--- config.mk ---
export PLATFORM = sky130hd
export DESIGN_NAME = gdn_weekday
export DESIGN_NICKNAME = d
export VERILOG_FILES = /design/src/design/gdn_pkg.sv /design/src/design/gdn_weekday.sv
export SDC_FILE = /design/constraint.sdc
export NUM_CORES = 1
export LEC_CHECK = 0
export ABC_AREA = 1
export BUFFER_PORTS_ARGS = -buffer_cell sky130_fd_sc_hd__buf_2
export CORE_MARGIN = 4
export CORE_UTILIZATION = 32
export DETAILED_ROUTE_END_ITERATION = 7
export SLEW_MARGIN = 10
export SYNTH_ARGS = -nofsm -noshare
export SYNTH_HDL_FRONTEND = slang
export SYNTH_SLANG_ARGS = --single-unit
export TNS_END_PERCENT = 50
--- constraint.sdc ---
create_clock -name vclk -period 15.75
set_input_delay 1.575 -clock vclk [all_inputs]
set_output_delay 1.575 -clock vclk [all_outputs]
set_load 0.01 [all_outputs]
--- src/design/gdn_pkg.sv ---
// Package: field widths, calendar constants and day count helpers.
package gdn_pkg;

    localparam int YEAR_W   = 13;
    localparam int FYEAR_W  = 12;
    localparam int MONTH_W  = 4;
    localparam int DAY_W    = 5;
    localparam int DNUM_W   = 19;
    localparam int WDAY_W   = 3;
    localparam int ABS_W    = 22;
    localparam int YWIDE_W  = 14;
    localparam int DOY_W    = 9;

    localparam logic [FYEAR_W-1:0] FIRST_YEAR_RESET = 12'd1601;
    localparam logic [ABS_W-1:0]   DNUM_MAX         = 22'd524287;
    localparam logic [12:0]        DIV100_MUL       = 13'd5243;
    localparam logic [21:0]        YEAR_RECIP       = 22'd2939805;
    localparam int                 YEAR_RECIP_SH    = 30;
    localparam logic [MONTH_W-1:0] MONTH_JAN        = 4'd1;
    localparam logic [MONTH_W-1:0] MONTH_FEB        = 4'd2;
    localparam logic [MONTH_W-1:0] MONTH_DEC        = 4'd12;
    localparam logic               OP_TO_DNUM       = 1'b0;
    localparam logic               OP_TO_DATE       = 1'b1;

    function automatic logic [7:0] div100(input logic [13:0] x);
        logic [26:0] p;
        p = 27'(x) * 27'(DIV100_MUL);
        return p[26:19];
    endfunction

    function automatic logic [ABS_W-1:0] abs_days(input logic [YWIDE_W-1:0] y);
        logic [14:0] y3;
        logic [14:0] y99;
        logic [14:0] y399;
        logic [7:0]  c100;
        logic [7:0]  c400;
        y3   = 15'(y) + 15'd3;
        y99  = 15'(y) + 15'd99;
        y399 = 15'(y) + 15'd399;
        c100 = div100(y99[13:0]);
        c400 = div100(14'(y399[14:2]));
        return 22'(y) * 22'd365 + 22'(y3[14:2]) - 22'(c100) + 22'(c400);
    endfunction

    function automatic logic is_leap(input logic [YWIDE_W-1:0] y);
        logic [7:0]  q;
        logic [13:0] r;
        q = div100(y);
        r = y - ((14'(q) << 6) + (14'(q) << 5) + (14'(q) << 2));
        return ((r != 14'd0) && (y[1:0] == 2'b00)) || ((r == 14'd0) && (q[1:0] == 2'b00));
    endfunction

    function automatic logic [DAY_W-1:0] month_len(input logic [MONTH_W-1:0] m,
                                                   input logic leap);
        logic [DAY_W-1:0] len;
        unique case (m)
            4'd2:                      len = leap ? 5'd29 : 5'd28;
            4'd4, 4'd6, 4'd9, 4'd11:   len = 5'd30;
            default:                   len = 5'd31;
        endcase
        return len;
    endfunction

    function automatic logic [DOY_W-1:0] cum_days(input logic [MONTH_W-1:0] m,
                                                  input logic leap);
        logic [DOY_W-1:0] c;
        logic [DOY_W-1:0] l;
        l = leap ? 9'd1 : 9'd0;
        unique case (m)
            4'd1:    c = 9'd0;
            4'd2:    c = 9'd31;
            4'd3:    c = 9'd59 + l;
            4'd4:    c = 9'd90 + l;
            4'd5:    c = 9'd120 + l;
            4'd6:    c = 9'd151 + l;
            4'd7:    c = 9'd181 + l;
            4'd8:    c = 9'd212 + l;
            4'd9:    c = 9'd243 + l;
            4'd10:   c = 9'd273 + l;
            4'd11:   c = 9'd304 + l;
            4'd12:   c = 9'd334 + l;
            default: c = 9'd0;
        endcase
        return c;
    endfunction

endpackage

--- src/design/gdn_weekday.sv ---
// Weekday of a day number: mod 7 by octal digit folding, zero shown as seven.
module gdn_weekday (
    input  logic [gdn_pkg::DNUM_W-1:0] n,
    output logic [gdn_pkg::WDAY_W-1:0] wd
);
    logic [5:0] s1;
    logic [3:0] s2;
    logic [3:0] s3;
    logic [2:0] r;

    always_comb
    begin
        s1 = 6'(n[2:0]) + 6'(n[5:3]) + 6'(n[8:6]) + 6'(n[11:9]) + 6'(n[14:12])
           + 6'(n[17:15]) + 6'(n[18]);
        s2 = 4'(s1[2:0]) + 4'(s1[5:3]);
        s3 = 4'(s2[2:0]) + 4'(s2[3]);
        r  = (s3 >= 4'd7) ? 3'(s3 - 4'd7) : s3[2:0];
        wd = (r == 3'd0) ? 3'd7 : r;
    end
endmodule

Yosys cells after proc, flatten, opt, wreduce, memory -nomap -nowiden
Cells that the tools add are included.
- logic and storage cells: 13
- output and inout port bits: 3
- register bits: 0
- reduce and logical (&&, ||, !) cells: 1
- mux-type cells: 2
- $lt $le $gt $ge: 1
- add/sub/neg operators: 9
- operators by type and width (operator ; count):
    6-bit by 3-bit adder with 6-bit output ; 2
    3-bit by 3-bit adder with 4-bit output ; 2
    5-bit by 3-bit adder with 6-bit output ; 1
    6-bit by 1-bit adder with 6-bit output ; 1
    3-bit two-way mux ; 2
    4-bit by 3-bit adder with 5-bit output ; 1
    3-bit by 1-bit adder with 4-bit output ; 1
    4-bit by 3-bit >= comparator with 1-bit output (second input constant) ; 1
    3-bit logical NOT ; 1
    3-bit subtractor (second input constant) ; 1

Depth between registers and ports, before layout
- depth in word-level cells: 12
- depth in mapped cells: 22

Worst setup path after synthesis
No wires, ideal clock.
- kind: input-to-output
- from: input n[11] in the netlist's numbering
- to: output wd[0] in the netlist's numbering
- setup slack: 8.559 ns
- arrival: 5.616 ns
- stages on the path: 20
- cell sequence: inv_1 fa_1 inv_1 fa_1 fa_1 ha_1 inv_1 fa_1 xor2_1 ha_1 a21oi_1 o21bai_1 ha_1 ha_1 ha_1 nand3_1 nand2_1 nand2_1 inv_1 o21ai_1
- longest elaborated chain between the ends: 10
- ends and longest elaborated chain (element ; line ; RTL):
    from (decl) ; gdn_weekday.sv:3 ; input logic [gdn_pkg::DNUM_W-1:0] n,
    5-bit by 3-bit adder with 6-bit output * ; gdn_weekday.sv:13 ; s1 = 6'(n[2:0]) + 6'(n[5:3]) + 6'(n[8:6]) + 6'(n[11:9]) + 6'(n[14:12])
    6-bit by 3-bit adder with 6-bit output * ; gdn_weekday.sv:13 ;
    6-bit by 3-bit adder with 6-bit output * ; gdn_weekday.sv:14 ; + 6'(n[17:15]) + 6'(n[18]);
    6-bit by 1-bit adder with 6-bit output * ; gdn_weekday.sv:14 ;
    3-bit by 3-bit adder with 4-bit output * ; gdn_weekday.sv:15 ; s2 = 4'(s1[2:0]) + 4'(s1[5:3]);
    3-bit by 1-bit adder with 4-bit output * ; gdn_weekday.sv:16 ; s3 = 4'(s2[2:0]) + 4'(s2[3]);
    4-bit by 3-bit >= comparator with 1-bit output / 3-bit subtractor (equally long branches) ; gdn_weekday.sv:17 ; r = (s3 >= 4'd7) ? 3'(s3 - 4'd7) : s3[2:0];
    3-bit two-way mux * ; gdn_weekday.sv:17 ;
    3-bit logical NOT ; gdn_weekday.sv:18 ; wd = (r == 3'd0) ? 3'd7 : r;
    3-bit two-way mux * ; gdn_weekday.sv:18 ;
    to (decl) ; gdn_weekday.sv:4 ; output logic [gdn_pkg::WDAY_W-1:0] wd
Mark *: on every way between the ends. The rest lies on a longest branch, timed or not.

Worst setup path in the final report
- from: input n[11] in the netlist's numbering
- to: output wd[1] in the netlist's numbering
Same word-level chain as after synthesis.

==> results_tabular.tex <==
\begin{tabular}{lr}
\hline
Metric & Value \\
\hline
\multicolumn{2}{l}{\textbf{Final layout}} \\
\quad Num sequential & 0 \\
\quad Clock buffer count & 0 \\
\quad Number of antenna cells inserted & 0 \\
\quad Register area & 0 um\^{}2 \\
\quad Fraction of layout cells with a size suffix above 1 & between 20\% and 30\% \\
\quad Area overhead of the layout relative to synthesis & 20.61\% \\
\quad Number of nets in the final layout & 154 \\
\multicolumn{2}{l}{\textbf{Global routing}} \\
\quad Overall global routing resource usage & 9.281\% \\
\quad Number of global-route vias before repair & 581 \\
\quad Maximum number of pins on one net before global-route repair & 7 \\
\quad Total overflow reported by the global router & 0 \\
\quad Initial antenna violation count & 0 \\
\quad Wire length of the first global-routing pass & 2194 um \\
\multicolumn{2}{l}{\textbf{Worst setup path}} \\
\quad Kind of end point of the critical path & primary output \\
\quad Data arrival, critical path & 5.92 ns \\
\quad Maximum fanout along the worst path & 6 \\
\quad Critical Setup Path Class & input pin to primary output \\
\quad Worst setup SP type & input pin \\
\quad Data required time of the worst path & 14.18 ns \\
\multicolumn{2}{l}{\textbf{Drt}} \\
\quad Via density & 4.239 \\
\quad Wire length per cell after detailed routing & approximately 7.8 um \\
\quad Total wire length after detailed routing & 1077 um \\
\quad Number of nets with antenna violations after detailed routing & 0 \\
\quad Total via count in the routed design & 585 \\
\quad First-pass DRT Iterations & 4 \\
\quad DRC violation count after routing & 0 \\
\quad DRC violation total after the first TritonRoute iteration & 4 \\
\multicolumn{2}{l}{\textbf{Synthesis}} \\
\quad Synthesized area & 698.2 um\^{}2 \\
\quad Top cell type by total area after synthesis & sky130\_fd\_sc\_hd\_\_fa\_1 \\
\quad Cell types with the highest counts after synthesis & sky130\_fd\_sc\_hd\_\_inv\_1, sky130\_fd\_sc\_hd\_\_nand2\_1, sky130\_fd\_sc\_hd\_\_fa\_1, sky130\_fd\_sc\_hd\_\_ha\_1, sky130\_fd\_sc\_hd\_\_nand3\_1 \\
\quad Share of the synthesized area in the top cell type & 40.14\% \\
\quad Count of unique library cells instantiated by Yosys & 18 \\
\quad Most frequently used cell type in the post-synthesis netlist & sky130\_fd\_sc\_hd\_\_inv\_1 \\
\quad Synth Instances & 89 \\
\quad Syn. warnings & 0 \\
\quad Sequential fraction of the synthesis area & 0\% \\
\quad Area contributors post-synth & sky130\_fd\_sc\_hd\_\_fa\_1, sky130\_fd\_sc\_hd\_\_inv\_1, sky130\_fd\_sc\_hd\_\_ha\_1 \\
\quad Mapped Nets & 130 \\
\quad Mean post-synth cell area & just under 8 um\^{}2 \\
\multicolumn{2}{l}{\textbf{Floorplanning}} \\
\quad Horiz. Die Dim & $\sim$55 um \\
\quad I/O pin cnt & 22 \\
\quad Die ar. & 2993 um\^{}2 \\
\quad Vertical die dimension & 54.71 um \\
\quad Initial cell density of the core & between 30 and 40\% \\
\quad Standard cell core area & 2022 um\^{}2 \\
\quad Number of core rows & 16 \\
\multicolumn{2}{l}{\textbf{Min path}} \\
\quad Cell depth of the worst hold path & 10 \\
\quad Class of the most critical hold timing path & input pin to primary output \\
\multicolumn{2}{l}{\textbf{STA}} \\
\quad Number of max-slew violations in the final report & 0 \\
\quad Number of failing hold endpoints at the final stage & 0 \\
\quad Slew at the pin closest to its max-slew limit & 0.2522 ns \\
\quad Final critical path time including I/O delays and setup & 7.494 ns \\
\quad RSZ-0062 raised after global routing & false \\
\quad Sum of negative setup slack & 0 ns \\
\quad Post-route fraction of the period consumed by the critical path & 47.58\% \\
\quad Endpoints failing setup & 0 \\
\quad Highest clock rate & $\sim$130 MHz \\
\quad Tightest slew margin relative to the limit & 83.13\% \\
\multicolumn{2}{l}{\textbf{Place}} \\
\quad Number of input and output port buffers inserted & 22 \\
\quad Placed wire-length estimate after detailed placement & 1090 um \\
\quad Placer congestion estimate & about 0.72 \\
\multicolumn{2}{l}{\textbf{Outcome}} \\
\quad Outcome & finished clean \\
\multicolumn{2}{l}{\textbf{Flow run}} \\
\quad Max-capacitance violation count & 0 \\
\multicolumn{2}{l}{\textbf{Clocking}} \\
\quad Post-CTS Setup Repair Bufs & 0 \\
\quad Hold Buf Count CTS & 0 \\
\quad \# resized after CTS & 0 \\
\hline
\end{tabular}
## metal layers
| metal | wire [um] | global-route usage, % |
|---|---|---|
| met1 | 451 | 12.27 |
| met2 | 601 | 17.72 |
| met3 | 25 | 0 |
| met4 | 0 | 0 |
| met5 | 0 | 0 |
## worst max-delay path: stages
cell and delay, ns:
sky130_fd_sc_hd__buf_2 0.07, sky130_fd_sc_hd__inv_1 0.04, sky130_fd_sc_hd__fa_1 0.53, sky130_fd_sc_hd__inv_1 0.05, sky130_fd_sc_hd__fa_1 0.46, sky130_fd_sc_hd__fa_1 0.55, sky130_fd_sc_hd__ha_1 0.16, sky130_fd_sc_hd__inv_1 0.05
sky130_fd_sc_hd__fa_1 0.37, sky130_fd_sc_hd__xor2_1 0.24, sky130_fd_sc_hd__ha_1 0.28, sky130_fd_sc_hd__a21oi_1 0.13, sky130_fd_sc_hd__o21bai_1 0.08, sky130_fd_sc_hd__ha_1 0.21, sky130_fd_sc_hd__ha_1 0.31, sky130_fd_sc_hd__ha_1 0.26
sky130_fd_sc_hd__nand3_4 0.14, sky130_fd_sc_hd__nand2_4 0.06, sky130_fd_sc_hd__nand2_1 0.05, sky130_fd_sc_hd__nand2_1 0.06, sky130_fd_sc_hd__o21ai_2 0.10, sky130_fd_sc_hd__buf_2 0.14
## layout make-up
cell class                      instances  area [um^2]
Fill cell                             216         1180
Inverter                               31        116.4
Multi-Input combinational cell         58        581.8
Tap cell                               27        33.78
Timing Repair Buffer                   22        110.1
## cell families (layout without fill, tap and decap cells)
kind of cell,count (synthesis),count (layout),share of synthesized area [%]
xor+xnor,1,1,1.255
buf+inv,31,53,16.67
compound gates,5,5,4.480
fa+ha+maj,22,22,54.48
simple gates,30,30,23.12
## stage by stage
| step | cells | utilization [%] | setup WS [ns] | hold WS (ns) | instance area [um^2] |
|---|---|---|---|---|---|
| 2_1_floorplan | 89 | - | 8.559 | 4.028 | 698.2 |
| 3_3_place_gp | 138 | 41.65 | 8.282 | 4.301 | 842.1 |
| 3_5_place_dp | 138 | 41.65 | 8.198 | 4.304 | 842.1 |
| 4_1_cts | 138 | 41.65 | 8.207 | 4.317 | 842.1 |
| 5_1_grt | 138 | 41.65 | 7.933 | 4.401 | 842.1 |
| 6_report | 138 | 41.65 | 8.256 | 4.295 | 842.1 |
## cell usage in the layout (no fill, tap or decap), types with 2 or more instances in the layout
master and instances:
sky130_fd_sc_hd__inv_1 30, sky130_fd_sc_hd__buf_2 22, sky130_fd_sc_hd__nand2_1 18, sky130_fd_sc_hd__fa_1 14
sky130_fd_sc_hd__ha_1 8, sky130_fd_sc_hd__nand3_1 4, sky130_fd_sc_hd__a21oi_1 2, sky130_fd_sc_hd__nand2_2 2
## path summary, 6_finish.rpt
kind | from | endpoint | slack, ns
worst min-delay path | n[6] | wd[0] | 4.29
worst max-delay path | n[11] | wd[1] | 8.26
Power is not shown: default switching activity piles up to over one toggle a cycle in this logic, so the estimate is an artifact.
